--- src/design/one_wire_bus_master_core_defines.svh ---
// Assertion macros shared by the one-wire bus master RTL.
// Expects clk and rst_n in the scope of each use.
`ifndef ONE_WIRE_BUS_MASTER_CORE_DEFINES_SVH
`define ONE_WIRE_BUS_MASTER_CORE_DEFINES_SVH

// Check a property on every rising edge outside reset.
`define OWBM_ASSERT(label, prop, msg) \
    label: assert property (@(posedge clk) disable iff (!rst_n) (prop)) else $error(msg);

// Check a property on every rising edge, reset included.
`define OWBM_ASSERT_ALWAYS(label, prop, msg) \
    label: assert property (@(posedge clk) (prop)) else $error(msg);

`endif

--- src/design/owbm_pkg.sv ---
// Types and constants of the one-wire bus master.
// No dependencies; imported by owbm_cfg_regs, owbm_step, the top level and the bench.
`timescale 1ns / 1ps

package owbm_pkg;

    typedef enum logic [1:0] {
        ACT_TICK  = 2'd0,
        ACT_RESET = 2'd1,
        ACT_WRITE = 2'd2,
        ACT_READ  = 2'd3
    } owbm_action_t;

    typedef enum logic [10:0] {
        PH_IDLE      = 11'b000_0000_0001,
        PH_RST_LOW   = 11'b000_0000_0010,
        PH_RST_DELAY = 11'b000_0000_0100,
        PH_RST_WAIT  = 11'b000_0000_1000,
        PH_RST_MEAS  = 11'b000_0001_0000,
        PH_RST_POST  = 11'b000_0010_0000,
        PH_WR_LOW    = 11'b000_0100_0000,
        PH_WR_REC    = 11'b000_1000_0000,
        PH_RD_LOW    = 11'b001_0000_0000,
        PH_RD_WAIT   = 11'b010_0000_0000,
        PH_RD_REC    = 11'b100_0000_0000
    } owbm_phase_t;

    localparam logic [1:0] PRES_OK    = 2'd0;
    localparam logic [1:0] PRES_NONE  = 2'd1;
    localparam logic [1:0] PRES_STUCK = 2'd2;

    localparam int CFG_IDX_W  = 3;
    localparam int CFG_DATA_W = 10;
    localparam int TICK_W     = 10;

    localparam logic [2:0] CFG_RESET_LOW      = 3'd0;
    localparam logic [2:0] CFG_PRESENCE_DELAY = 3'd1;
    localparam logic [2:0] CFG_PRESENCE_WIN   = 3'd2;
    localparam logic [2:0] CFG_STUCK_LIMIT    = 3'd3;
    localparam logic [2:0] CFG_POST_PRESENCE  = 3'd4;
    localparam logic [2:0] CFG_SHORT_SLOT     = 3'd5;
    localparam logic [2:0] CFG_LONG_SLOT      = 3'd6;
    localparam logic [2:0] CFG_READ_SAMPLE    = 3'd7;

    localparam logic [9:0] RST_RESET_LOW      = 10'd600;
    localparam logic [7:0] RST_PRESENCE_DELAY = 8'd15;
    localparam logic [7:0] RST_PRESENCE_WIN   = 8'd20;
    localparam logic [9:0] RST_STUCK_LIMIT    = 10'd220;
    localparam logic [7:0] RST_POST_PRESENCE  = 8'd30;
    localparam logic [7:0] RST_SHORT_SLOT     = 8'd10;
    localparam logic [7:0] RST_LONG_SLOT      = 8'd90;
    localparam logic [7:0] RST_READ_SAMPLE    = 8'd10;

    typedef struct packed {
        logic [9:0] reset_low_ticks;
        logic [7:0] presence_delay_ticks;
        logic [7:0] presence_window_ticks;
        logic [9:0] stuck_low_limit;
        logic [7:0] post_presence_ticks;
        logic [7:0] short_slot_ticks;
        logic [7:0] long_slot_ticks;
        logic [7:0] read_sample_ticks;
    } owbm_cfg_t;

    typedef struct packed {
        owbm_action_t action;
        logic [7:0]   tx_byte;
        logic         line_level;
    } owbm_item_t;

    // shift_byte has a ninth bit: a read sample lands there before the slot-end shift
    typedef struct packed {
        owbm_phase_t       phase;
        logic [TICK_W-1:0] tick_count;
        logic [2:0]        bit_index;
        logic [8:0]        shift_byte;
        logic [1:0]        last_presence;
        logic [7:0]        held_rx;
    } owbm_state_t;

    typedef struct packed {
        logic       drive_low;
        logic       busy_res;
        logic       done_res;
        logic [1:0] presence_code;
        logic [7:0] rx_byte;
        logic       rejected;
    } owbm_res_t;

endpackage

--- src/design/owbm_if.sv ---
// Channel interfaces of the one-wire bus master: command/tick words in, result words out.
// Valid/ready handshake; depends on nothing.
`timescale 1ns / 1ps

interface owbm_in_if;
    logic       valid;
    logic       ready;
    logic [1:0] action;
    logic [7:0] tx_byte;
    logic       line_level;

    modport source (output valid, output action, output tx_byte, output line_level,
                    input ready);
    modport sink   (input valid, input action, input tx_byte, input line_level,
                    output ready);
endinterface

interface owbm_out_if;
    logic       valid;
    logic       ready;
    logic       drive_low;
    logic       busy_res;
    logic       done_res;
    logic [1:0] presence_code;
    logic [7:0] rx_byte;
    logic       rejected;

    modport source (output valid, output drive_low, output busy_res, output done_res,
                    output presence_code, output rx_byte, output rejected,
                    input ready);
    modport sink   (input valid, input drive_low, input busy_res, input done_res,
                    input presence_code, input rx_byte, input rejected,
                    output ready);
endinterface

--- src/design/owbm_cfg_regs.sv ---
// Timing register file of the one-wire bus master.
// Depends on owbm_pkg for the register layout and reset values.
`timescale 1ns / 1ps

module owbm_cfg_regs
    import owbm_pkg::*;
(
    input  logic                  clk,
    input  logic                  rst_n,
    input  logic                  cfg_we,
    input  logic [CFG_IDX_W-1:0]  cfg_index,
    input  logic [CFG_DATA_W-1:0] cfg_wdata,
    output owbm_cfg_t             cfg
);

    owbm_cfg_t cfg_reg;
    owbm_cfg_t cfg_next;

    always_comb
    begin
        cfg_next = cfg_reg;
        if (cfg_we)
        begin
            unique case (cfg_index)
                CFG_RESET_LOW:      cfg_next.reset_low_ticks       = cfg_wdata;
                CFG_PRESENCE_DELAY: cfg_next.presence_delay_ticks  = cfg_wdata[7:0];
                CFG_PRESENCE_WIN:   cfg_next.presence_window_ticks = cfg_wdata[7:0];
                CFG_STUCK_LIMIT:    cfg_next.stuck_low_limit       = cfg_wdata;
                CFG_POST_PRESENCE:  cfg_next.post_presence_ticks   = cfg_wdata[7:0];
                CFG_SHORT_SLOT:     cfg_next.short_slot_ticks      = cfg_wdata[7:0];
                CFG_LONG_SLOT:      cfg_next.long_slot_ticks       = cfg_wdata[7:0];
                CFG_READ_SAMPLE:    cfg_next.read_sample_ticks     = cfg_wdata[7:0];
                default:            cfg_next = cfg_reg;
            endcase
        end
    end

    always_ff @(posedge clk or negedge rst_n)
    begin
        if (!rst_n)
        begin
            cfg_reg.reset_low_ticks       <= RST_RESET_LOW;
            cfg_reg.presence_delay_ticks  <= RST_PRESENCE_DELAY;
            cfg_reg.presence_window_ticks <= RST_PRESENCE_WIN;
            cfg_reg.stuck_low_limit       <= RST_STUCK_LIMIT;
            cfg_reg.post_presence_ticks   <= RST_POST_PRESENCE;
            cfg_reg.short_slot_ticks      <= RST_SHORT_SLOT;
            cfg_reg.long_slot_ticks       <= RST_LONG_SLOT;
            cfg_reg.read_sample_ticks     <= RST_READ_SAMPLE;
        end
        else
        begin
            cfg_reg <= cfg_next;
        end
    end

    assign cfg = cfg_reg;

endmodule

--- src/design/owbm_step.sv ---
// Next-state and result logic of the one-wire bus master for one word.
// Depends on owbm_pkg; purely combinational, sits between the input and result registers.
`timescale 1ns / 1ps

module owbm_step
    import owbm_pkg::*;
#(
    parameter int READ_LOW_TICKS     = 2,
    parameter int READ_RECOVER_TICKS = 50
)
(
    input  owbm_cfg_t   cfg,
    input  owbm_state_t state,
    input  owbm_item_t  item,
    output owbm_state_t state_next,
    output owbm_res_t   res
);

    logic [TICK_W-1:0] limit;
    logic [TICK_W-1:0] tc_inc;
    logic [TICK_W-1:0] tc_step;
    logic              fire;
    logic              slot_last;
    logic [2:0]        bit_step;
    logic [8:0]        shift_step;
    logic              done;
    logic              rej;

    // one shared slot timer: pick the limit of the current phase
    always_comb
    begin
        unique case (state.phase)
            PH_RST_LOW:   limit = cfg.reset_low_ticks;
            PH_RST_DELAY: limit = {2'b00, cfg.presence_delay_ticks};
            PH_RST_WAIT:  limit = {2'b00, cfg.presence_window_ticks};
            PH_RST_MEAS:  limit = cfg.stuck_low_limit;
            PH_RST_POST:  limit = {2'b00, cfg.post_presence_ticks};
            PH_WR_LOW:    limit = {2'b00, state.shift_byte[0] ? cfg.short_slot_ticks
                                                              : cfg.long_slot_ticks};
            PH_WR_REC:    limit = {2'b00, state.shift_byte[0] ? cfg.long_slot_ticks
                                                              : cfg.short_slot_ticks};
            PH_RD_LOW:    limit = TICK_W'(READ_LOW_TICKS);
            PH_RD_WAIT:   limit = {2'b00, cfg.read_sample_ticks};
            PH_RD_REC:    limit = TICK_W'(READ_RECOVER_TICKS);
            default:      limit = TICK_W'(1);
        endcase
    end

    assign tc_inc     = state.tick_count + TICK_W'(1);
    assign fire       = (tc_inc >= limit);
    assign tc_step    = fire ? '0 : tc_inc;
    assign slot_last  = (state.bit_index == 3'd7);
    assign bit_step   = slot_last ? 3'd0 : state.bit_index + 3'd1;
    assign shift_step = {1'b0, state.shift_byte[8:1]};

    always_comb
    begin
        state_next = state;
        done       = 1'b0;
        rej        = 1'b0;

        unique case (item.action)
            ACT_TICK:
            begin
                if (state.phase != PH_IDLE)
                begin
                    state_next.tick_count = tc_step;
                    unique case (state.phase)
                        PH_RST_LOW:
                        begin
                            if (fire)
                                state_next.phase = PH_RST_DELAY;
                        end
                        PH_RST_DELAY:
                        begin
                            if (fire)
                                state_next.phase = PH_RST_WAIT;
                        end
                        PH_RST_WAIT:
                        begin
                            // a low line starts the presence pulse and clears the timer
                            if (!item.line_level)
                            begin
                                state_next.tick_count = '0;
                                state_next.phase      = PH_RST_MEAS;
                            end
                            else if (fire)
                            begin
                                state_next.last_presence = PRES_NONE;
                                done                     = 1'b1;
                            end
                        end
                        PH_RST_MEAS:
                        begin
                            if (item.line_level)
                            begin
                                state_next.tick_count = '0;
                                state_next.phase      = PH_RST_POST;
                            end
                            else if (fire)
                            begin
                                state_next.last_presence = PRES_STUCK;
                                done                     = 1'b1;
                            end
                        end
                        PH_RST_POST:
                        begin
                            if (fire)
                            begin
                                state_next.last_presence = PRES_OK;
                                done                     = 1'b1;
                            end
                        end
                        PH_WR_LOW:
                        begin
                            if (fire)
                                state_next.phase = PH_WR_REC;
                        end
                        PH_WR_REC:
                        begin
                            if (fire)
                            begin
                                state_next.shift_byte = shift_step;
                                state_next.bit_index  = bit_step;
                                if (slot_last)
                                    done = 1'b1;
                                else
                                    state_next.phase = PH_WR_LOW;
                            end
                        end
                        PH_RD_LOW:
                        begin
                            if (fire)
                                state_next.phase = PH_RD_WAIT;
                        end
                        PH_RD_WAIT:
                        begin
                            // park the sample in the top bit; the slot-end shift moves it to bit 7
                            if (fire)
                            begin
                                state_next.shift_byte = {item.line_level,
                                                         state.shift_byte[7:1], 1'b0};
                                state_next.phase      = PH_RD_REC;
                            end
                        end
                        PH_RD_REC:
                        begin
                            if (fire)
                            begin
                                state_next.shift_byte = shift_step;
                                state_next.bit_index  = bit_step;
                                if (slot_last)
                                begin
                                    state_next.held_rx = shift_step[7:0];
                                    done               = 1'b1;
                                end
                                else
                                begin
                                    state_next.phase = PH_RD_LOW;
                                end
                            end
                        end
                        default:
                        begin
                            state_next.tick_count = state.tick_count;
                            state_next.phase      = PH_IDLE;
                        end
                    endcase

                    if (done)
                    begin
                        state_next.phase      = PH_IDLE;
                        state_next.tick_count = '0;
                    end
                end
            end
            ACT_RESET, ACT_WRITE, ACT_READ:
            begin
                if (state.phase != PH_IDLE)
                begin
                    rej = 1'b1;
                end
                else
                begin
                    state_next.tick_count = '0;
                    state_next.bit_index  = '0;
                    priority case (item.action)
                        ACT_RESET:
                            state_next.phase = PH_RST_LOW;
                        ACT_WRITE:
                        begin
                            state_next.shift_byte = {1'b0, item.tx_byte};
                            state_next.phase      = PH_WR_LOW;
                        end
                        default:
                        begin
                            state_next.shift_byte = '0;
                            state_next.phase      = PH_RD_LOW;
                        end
                    endcase
                end
            end
            default:
            begin
                state_next = state;
            end
        endcase
    end

    always_comb
    begin
        res.drive_low     = (state_next.phase == PH_RST_LOW) ||
                            (state_next.phase == PH_WR_LOW)  ||
                            (state_next.phase == PH_RD_LOW);
        res.busy_res      = (state_next.phase != PH_IDLE);
        res.done_res      = done;
        res.presence_code = state_next.last_presence;
        res.rx_byte       = state_next.held_rx;
        res.rejected      = rej;
    end

endmodule

--- src/design/one_wire_bus_master_core.sv ---
// Top level of the one-wire bus master: input register, step logic, result register.
// Depends on owbm_pkg, owbm_if, owbm_cfg_regs, owbm_step and the assertion macro header.
//
//   channel  | dir | word                                    | accepted when
//   ---------+-----+-----------------------------------------+----------------------
//   in_ch    | in  | action, tx_byte, line_level             | valid && ready
//   out_ch   | out | drive_low, busy_res, done_res,          | valid && ready
//            |     | presence_code, rx_byte, rejected        |
//   cfg      | in  | cfg_index, cfg_wdata                    | cfg_we
//
// One result word per input word; a taken word goes into the input register, then through
// owbm_step into the result register, which drives the output word and its valid.
// Sustained rate is one word per cycle while the output is not stalled: owbm_step is combinational.
// Reset is asynchronous: phase idle, counters and held bytes zero, timing registers
// at their defaults; no clearing pass.
// A stalled output holds its word; the input register can take one more word and then drops ready.
`timescale 1ns / 1ps
`include "one_wire_bus_master_core_defines.svh"

module one_wire_bus_master_core
    import owbm_pkg::*;
#(
    parameter int READ_LOW_TICKS     = 2,
    parameter int READ_RECOVER_TICKS = 50
)
(
    input  logic                  clk,
    input  logic                  rst_n,
    owbm_in_if.sink               in_ch,
    owbm_out_if.source            out_ch,
    input  logic                  cfg_we,
    input  logic [CFG_IDX_W-1:0]  cfg_index,
    input  logic [CFG_DATA_W-1:0] cfg_wdata
);

    owbm_cfg_t   cfg;
    owbm_item_t  item_reg;
    logic        in_valid_reg;
    logic        in_valid_next;
    owbm_state_t state_reg;
    owbm_state_t state_next;
    owbm_res_t   res_next;
    owbm_res_t   res_reg;
    logic        out_valid_reg;
    logic        out_valid_next;
    logic        step_fire;
    logic        in_take;

    owbm_cfg_regs u_cfg (
        .clk       (clk),
        .rst_n     (rst_n),
        .cfg_we    (cfg_we),
        .cfg_index (cfg_index),
        .cfg_wdata (cfg_wdata),
        .cfg       (cfg)
    );

    owbm_step #(
        .READ_LOW_TICKS     (READ_LOW_TICKS),
        .READ_RECOVER_TICKS (READ_RECOVER_TICKS)
    ) u_step (
        .cfg        (cfg),
        .state      (state_reg),
        .item       (item_reg),
        .state_next (state_next),
        .res        (res_next)
    );

    // advance the held word whenever the result slot is free or being emptied
    assign step_fire   = in_valid_reg && (!out_valid_reg || out_ch.ready);
    assign in_ch.ready = !in_valid_reg || step_fire;
    assign in_take     = in_ch.valid && in_ch.ready;

    always_comb
    begin
        in_valid_next = in_valid_reg;
        if (in_take)
            in_valid_next = 1'b1;
        else if (step_fire)
            in_valid_next = 1'b0;

        out_valid_next = out_valid_reg;
        if (step_fire)
            out_valid_next = 1'b1;
        else if (out_ch.ready)
            out_valid_next = 1'b0;
    end

    always_ff @(posedge clk or negedge rst_n)
    begin
        if (!rst_n)
        begin
            in_valid_reg             <= 1'b0;
            out_valid_reg            <= 1'b0;
            state_reg.phase          <= PH_IDLE;
            state_reg.tick_count     <= '0;
            state_reg.bit_index      <= '0;
            state_reg.shift_byte     <= '0;
            state_reg.last_presence  <= PRES_OK;
            state_reg.held_rx        <= '0;
        end
        else
        begin
            in_valid_reg  <= in_valid_next;
            out_valid_reg <= out_valid_next;
            if (step_fire)
                state_reg <= state_next;
        end
    end

    // payload registers: no reset
    always_ff @(posedge clk)
    begin
        if (in_take)
        begin
            item_reg.action     <= owbm_action_t'(in_ch.action);
            item_reg.tx_byte    <= in_ch.tx_byte;
            item_reg.line_level <= in_ch.line_level;
        end
        if (step_fire)
            res_reg <= res_next;
    end

    assign out_ch.valid         = out_valid_reg;
    assign out_ch.drive_low     = res_reg.drive_low;
    assign out_ch.busy_res      = res_reg.busy_res;
    assign out_ch.done_res      = res_reg.done_res;
    assign out_ch.presence_code = res_reg.presence_code;
    assign out_ch.rx_byte       = res_reg.rx_byte;
    assign out_ch.rejected      = res_reg.rejected;

    `OWBM_ASSERT(a_idle_counters_clear,
        (state_reg.phase == PH_IDLE) |-> (state_reg.tick_count == '0 && state_reg.bit_index == '0),
        "idle phase with a live timer or slot count")
    `OWBM_ASSERT(a_done_returns_idle,
        (step_fire && res_next.done_res) |=> (state_reg.phase == PH_IDLE && !res_reg.busy_res),
        "finished operation did not return to idle")
    `OWBM_ASSERT(a_reject_only_busy,
        (step_fire && res_next.rejected) |-> (state_reg.phase != PH_IDLE && state_next == state_reg),
        "command rejected while idle")
    `OWBM_ASSERT(a_state_holds_on_stall,
        (!step_fire) |=> $stable(state_reg),
        "bus state moved without a word")

endmodule

--- src/flat_wrapper.sv ---
// flat-port wrapper written by rule: the top's interface ports become plain ports
module one_wire_bus_master_core_flat import owbm_pkg::*;
#(
    parameter int READ_LOW_TICKS     = 2,
    parameter int READ_RECOVER_TICKS = 50
)
  (clk, rst_n, cfg_we, cfg_index, cfg_wdata, in_ch_valid, in_ch_action, in_ch_tx_byte, in_ch_line_level, in_ch_ready, out_ch_valid, out_ch_drive_low, out_ch_busy_res, out_ch_done_res, out_ch_presence_code, out_ch_rx_byte, out_ch_rejected, out_ch_ready);
  owbm_in_if in_ch_i ();
  owbm_out_if out_ch_i ();
  input  logic clk;
  input  logic rst_n;
  input  logic cfg_we;
  input  logic [CFG_IDX_W-1:0] cfg_index;
  input  logic [CFG_DATA_W-1:0] cfg_wdata;
  input wire logic [$bits(in_ch_i.valid)-1:0] in_ch_valid;
  input wire logic [$bits(in_ch_i.action)-1:0] in_ch_action;
  input wire logic [$bits(in_ch_i.tx_byte)-1:0] in_ch_tx_byte;
  input wire logic [$bits(in_ch_i.line_level)-1:0] in_ch_line_level;
  output wire logic [$bits(in_ch_i.ready)-1:0] in_ch_ready;
  output wire logic [$bits(out_ch_i.valid)-1:0] out_ch_valid;
  output wire logic [$bits(out_ch_i.drive_low)-1:0] out_ch_drive_low;
  output wire logic [$bits(out_ch_i.busy_res)-1:0] out_ch_busy_res;
  output wire logic [$bits(out_ch_i.done_res)-1:0] out_ch_done_res;
  output wire logic [$bits(out_ch_i.presence_code)-1:0] out_ch_presence_code;
  output wire logic [$bits(out_ch_i.rx_byte)-1:0] out_ch_rx_byte;
  output wire logic [$bits(out_ch_i.rejected)-1:0] out_ch_rejected;
  input wire logic [$bits(out_ch_i.ready)-1:0] out_ch_ready;
  assign in_ch_i.valid = in_ch_valid;
  assign in_ch_i.action = in_ch_action;
  assign in_ch_i.tx_byte = in_ch_tx_byte;
  assign in_ch_i.line_level = in_ch_line_level;
  assign in_ch_ready = in_ch_i.ready;
  assign out_ch_valid = out_ch_i.valid;
  assign out_ch_drive_low = out_ch_i.drive_low;
  assign out_ch_busy_res = out_ch_i.busy_res;
  assign out_ch_done_res = out_ch_i.done_res;
  assign out_ch_presence_code = out_ch_i.presence_code;
  assign out_ch_rx_byte = out_ch_i.rx_byte;
  assign out_ch_rejected = out_ch_i.rejected;
  assign out_ch_i.ready = out_ch_ready;
  one_wire_bus_master_core #(.READ_LOW_TICKS(READ_LOW_TICKS), .READ_RECOVER_TICKS(READ_RECOVER_TICKS)) u_core (.clk(clk), .rst_n(rst_n), .in_ch(in_ch_i), .out_ch(out_ch_i), .cfg_we(cfg_we), .cfg_index(cfg_index), .cfg_wdata(cfg_wdata));
endmodule
--- config.mk ---
export PLATFORM = sky130hd
export DESIGN_NAME = one_wire_bus_master_core_flat
export DESIGN_NICKNAME = d
export VERILOG_FILES = /design/src/design/owbm_pkg.sv /design/src/design/owbm_if.sv /design/src/design/owbm_cfg_regs.sv /design/src/design/owbm_step.sv /design/src/design/one_wire_bus_master_core.sv /design/src/flat_wrapper.sv
export VERILOG_INCLUDE_DIRS = /design/src /design/src/design
export SDC_FILE = /design/constraint.sdc
export NUM_CORES = 1
export LEC_CHECK = 0
export BUFFER_PORTS_ARGS = -buffer_cell sky130_fd_sc_hd__buf_2
export CORE_ASPECT_RATIO = 0.5
export CORE_MARGIN = 8
export CORE_UTILIZATION = 40
export CTS_CLUSTER_SIZE = 30
export DETAILED_ROUTE_END_ITERATION = 8
export GPL_TIMING_DRIVEN = 0
export HOLD_SLACK_MARGIN = 0.02
export PLACE_DENSITY = 0.68
export SYNTH_ARGS = -nofsm -noshare
export SYNTH_HDL_FRONTEND = slang
export SYNTH_SLANG_ARGS = --single-unit
--- constraint.sdc ---
create_clock -name clk -period 4.4 [get_ports clk]
set_clock_uncertainty 0.15 [all_clocks]
set_input_delay 1.1 -clock clk [delete_from_list [all_inputs] [get_ports clk]]
set_output_delay 1.1 -clock clk [all_outputs]
set_load 0.02 [all_outputs]
==> summary.md <==
| Metric | Value |
|---|---|
| Status | finished, violations left |
| Violated checks | negative setup slack |
| HP Class | reg2reg |
| Hold path cells | 2 |
| Synth Net Count | 694 |
| Worst R2R Path Depth | 19 |
| Internal | between 3 and 4 mW |
| Post-synth EDFFs | 25 |
| Seq pwr share | around a third |
| # diodes | 0 |
| Routed wire per std cell | 20.7 um |
| Total gr overflow | 0 |
| Switching Share | 34.9% |
| Crit path arrival time | between 4 and 5 ns |
| Core area | 17,500 sq um |
| Post-route ant nets | 0 |
| Sw power | 1.83 mW |
| NumNets Final | roughly 800 |
| Worst-margin pin slew | approximately 1.1 ns |
| Area of the mapped netlist | a little over 7000 sq um |
| Die Ht | 111 um |
| Reg2reg setup slack | -0.16 ns |
| Std cell rows | 34 |
| Post-synthesis cell type count | 67 |
| Most common cell after layout, fill and taps aside | dfrtp_1 |
| Pre-Repair DR Iteration Count | 5 |
| Boundary pin count | 45 |
| Setup crit end kind | flip-flop |
| PwrDens | 560 nW/um^2 |
| Top cell type's share of synthesized area | between 20 and 30% |
| Sink Count | approximately 140 |
| WHS Endpoint | u_core.state_reg[1]$_DFFE_PN0P_ |
| Placer Congestion | roughly 0.9 |
| Synthesized area per cell | around 11 sq um |
| CTS tree | yes |
| Min Clock Period, post-route | 4.56 ns |
| Pin count of the biggest net entering global routing | 73 |
| Final worst setup slack | -0.162 ns |
| Initial antenna violation count | 0 |
| Leak pwr | a little under 4 nW |
| Flops & latches, synth | between 100 and 150 |
| Global-route wire length before repair | approximately 32 mm |
| Cell accounting for the most synthesized area | dfrtp_1 |
| DRC | 0 |
| Clock Power Share | 29.8% |
| Width of the die | between 200 and 250 um |
| Clk buf depth | 2 |
| FF-to-FF Start | u_core.state_reg[32]$_DFFE_PN1P_ |
| Finished Layout Cells | 1,013 |
| Total GRT Usage | 17.8% |
| Peak supply drop | around 0.00031 V |
| RSZ-0062 raised after global routing | true |
| Area Growth Syn to Fin | 30.2% |
| Via density | around 5.8 |
| H-tree depth | 4 |
| Comb power frac | a little under two fifths |
| Prevailing post-synth register cell | dfrtp_1 |
| Max-slew violation count | 0 |
| Via count | 5,904 |
| Async SR Flop Fraction | 81.9% |
| Crit path launch type | flip-flop |
| Worst Setup Path Type | reg2reg |
| F_max | between 0.2 and 0.25 GHz |
| Vias in the first global route | between 5k and 6k |
| HP Start | u_core.state_reg[1]$_DFFE_PN0P_ |
| Layout cells sized above 1 | between 40% and 50% |
| Reg-to-Reg End | u_core.out_ch.busy_res$_DFFE_PP_ |
| Yosys warnings | 0 |
| Clock transition at path regs | about 0.07 ns |
| Slew margin rel. | 26.4% |
| Mapped Cells | between 600 and 700 |
| Die Area | approximately 23,000 sq um |
| Placed cell count | 925 |
| Clk_lat worst skew | roughly 0.42 ns |
| Starting DRT DRC Count | 619 |
| Required @ worst endpoint | ~4.4 ns |
| Commonest non-fill, non-tap cells in the layout | dfrtp_1 (79), mux2_2 (78), nand2_1 (77), buf_4 (58), buf_2 (43) |
| Final Util | between 50% and 60% |
| Detail Placement HPWL | around 13 mm |
| Synth top area cells | dfrtp_1 (30%), mux2_2 (12%), edfxtp_1 (10%) |
| Final hold violation count | 0 |
| Cell Area, Placed | roughly 7700 sq um |
| Starting Density | between 40% and 50% |
| Cell area after layout | slightly above 9000 sq um |
| Buffers added on ports | 40 |
| Setup violations, final | 2 |
| Fin crit share | 104% |
| CTS Buf Count | 17 |
| Total of max-cap violations | 0 |
| Sequential share of the synthesized area | roughly half |
| Root Driver | clkbuf_16 |
| Total wire length | ~21 mm |
| Max reg flops | around 70 |
| Worst Path Max Fanout | 7 |
==> final cells by class <==
| type | instances | area, sq um |
|---|---|---|
| sequential | 138 | 3620 |
| tap | 234 | 293 |
| multi-input combinational | 465 | 3770 |
| clock buffer | 19 | 464 |
| inverter | 11 | 41.3 |
| buffer | 30 | 265 |
| clock inverter | 13 | 174 |
| timing repair buffer | 103 | 729 |
| fill | 1411 | 8130 |
==> per-stage QoR <==
step | total power [mW] | worst slack (ns) | hold WS [ns] | TNS, ns
finish | 5.24 | -0.162 | 0.328 | -0.260
global route | 5.46 | -0.235 | 0.344 | -2.00
CTS | 4.96 | -0.0529 | 0.330 | -0.0589
detailed placement | 3.02 | -1.13 | 0.311 | -33.40
global placement | 2.98 | -1.15 | 0.300 | -32.70
floorplan | 2.64 | 0.0490 | 0.289 | 0
==> synth_stat cells, types with 16 or more instances <==
master / count
dfrtp_1: 85
nand2_1: 80
mux2_2: 78
nor2_1: 30
a22oi_1: 29
dfstp_2: 28
edfxtp_1: 25
o21ai_0: 24
clkbuf_1: 21
a21oi_1: 20
nand3_1: 19
ha_1: 16
==> metal layers <==
metal	part of all wire, %	GRT usage, %
met5	0	0
met4	2.3	7.49
met3	7.3	3.68
met2	47	28.0
met1	44	23.3
==> worst max-delay path, cell delays in order, from the launching register on <==
cell and delay, ns:
dfstp_2 0.63, buf_12 0.15, nor3_4 0.05, and3_4 0.21
clkbuf_16 0.17, a222oi_1 0.37, nand2_1 0.18, a211oi_4 0.34
ha_4 0.27, a21oi_4 0.15, nand2_2 0.08, a31oi_4 0.19
buf_4 0.16, nand2b_4 0.07, clkbuf_16 0.16, buf_4 0.15
a21oi_1 0.20, o32a_1 0.18, nand3_2 0.07, or3_1 0.36
==> cell families (layout without fill, tap and decap cells) <==
family / after synthesis / after routing / synth area share, %
xor+xnor: 12 / 12 / 1.46
compound gates: 145 / 145 / 14.4
mux: 82 / 82 / 12.8
buf+inv: 46 / 176 / 2.70
fa+ha+maj: 17 / 17 / 2.93
flops: 138 / 138 / 50.3
simple gates: 209 / 209 / 15.4
==> power groups by stage <==
stage	Combinational (mW)	Clock (mW)	Sequential, mW
after floorplan	0.929	0	1.71
after global placement	1.26	0	1.71
after detailed placement	1.29	0	1.73
after CTS	1.68	1.57	1.71
after global routing	2.08	1.63	1.75
final	1.95	1.56	1.72
==> worst max path at each step <==
stage	startpoint	endpoint	slack, ns	depth (start not counted)
6_report	u_core.state_reg[32]$_DFFE_PN1P_	u_core.out_ch.busy_res$_DFFE_PP_	-0.16	19
2_1_floorplan	u_core.state_reg[39]$_DFFE_PN0P_	u_core.out_ch.busy_res$_DFFE_PP_	0.05	19
5_1_grt	u_core.state_reg[38]$_DFFE_PN0P_	u_core.out_ch.busy_res$_DFFE_PP_	-0.24	20
4_1_cts	u_core.state_reg[33]$_DFFE_PN0P_	u_core.out_ch.busy_res$_DFFE_PP_	-0.05	18
3_3_place_gp	u_core.state_reg[41]$_DFFE_PN0P_	u_core.out_ch.busy_res$_DFFE_PP_	-1.15	19
3_5_place_dp	u_core.state_reg[41]$_DFFE_PN0P_	u_core.out_ch.busy_res$_DFFE_PP_	-1.13	19
==> what timing repair did <==
| item | in CTS | in global routing |
|---|---|---|
| endpoints found under the setup margin | 56 | 38 |
| pin swaps | 30 | 37 |
| gates cloned | 1 | 0 |
| buffers inserted | 43 | 17 |
| hold buffers | 0 | 0 |
| gates resized for setup | 74 | 51 |
(Power assumes the default switching activity.)
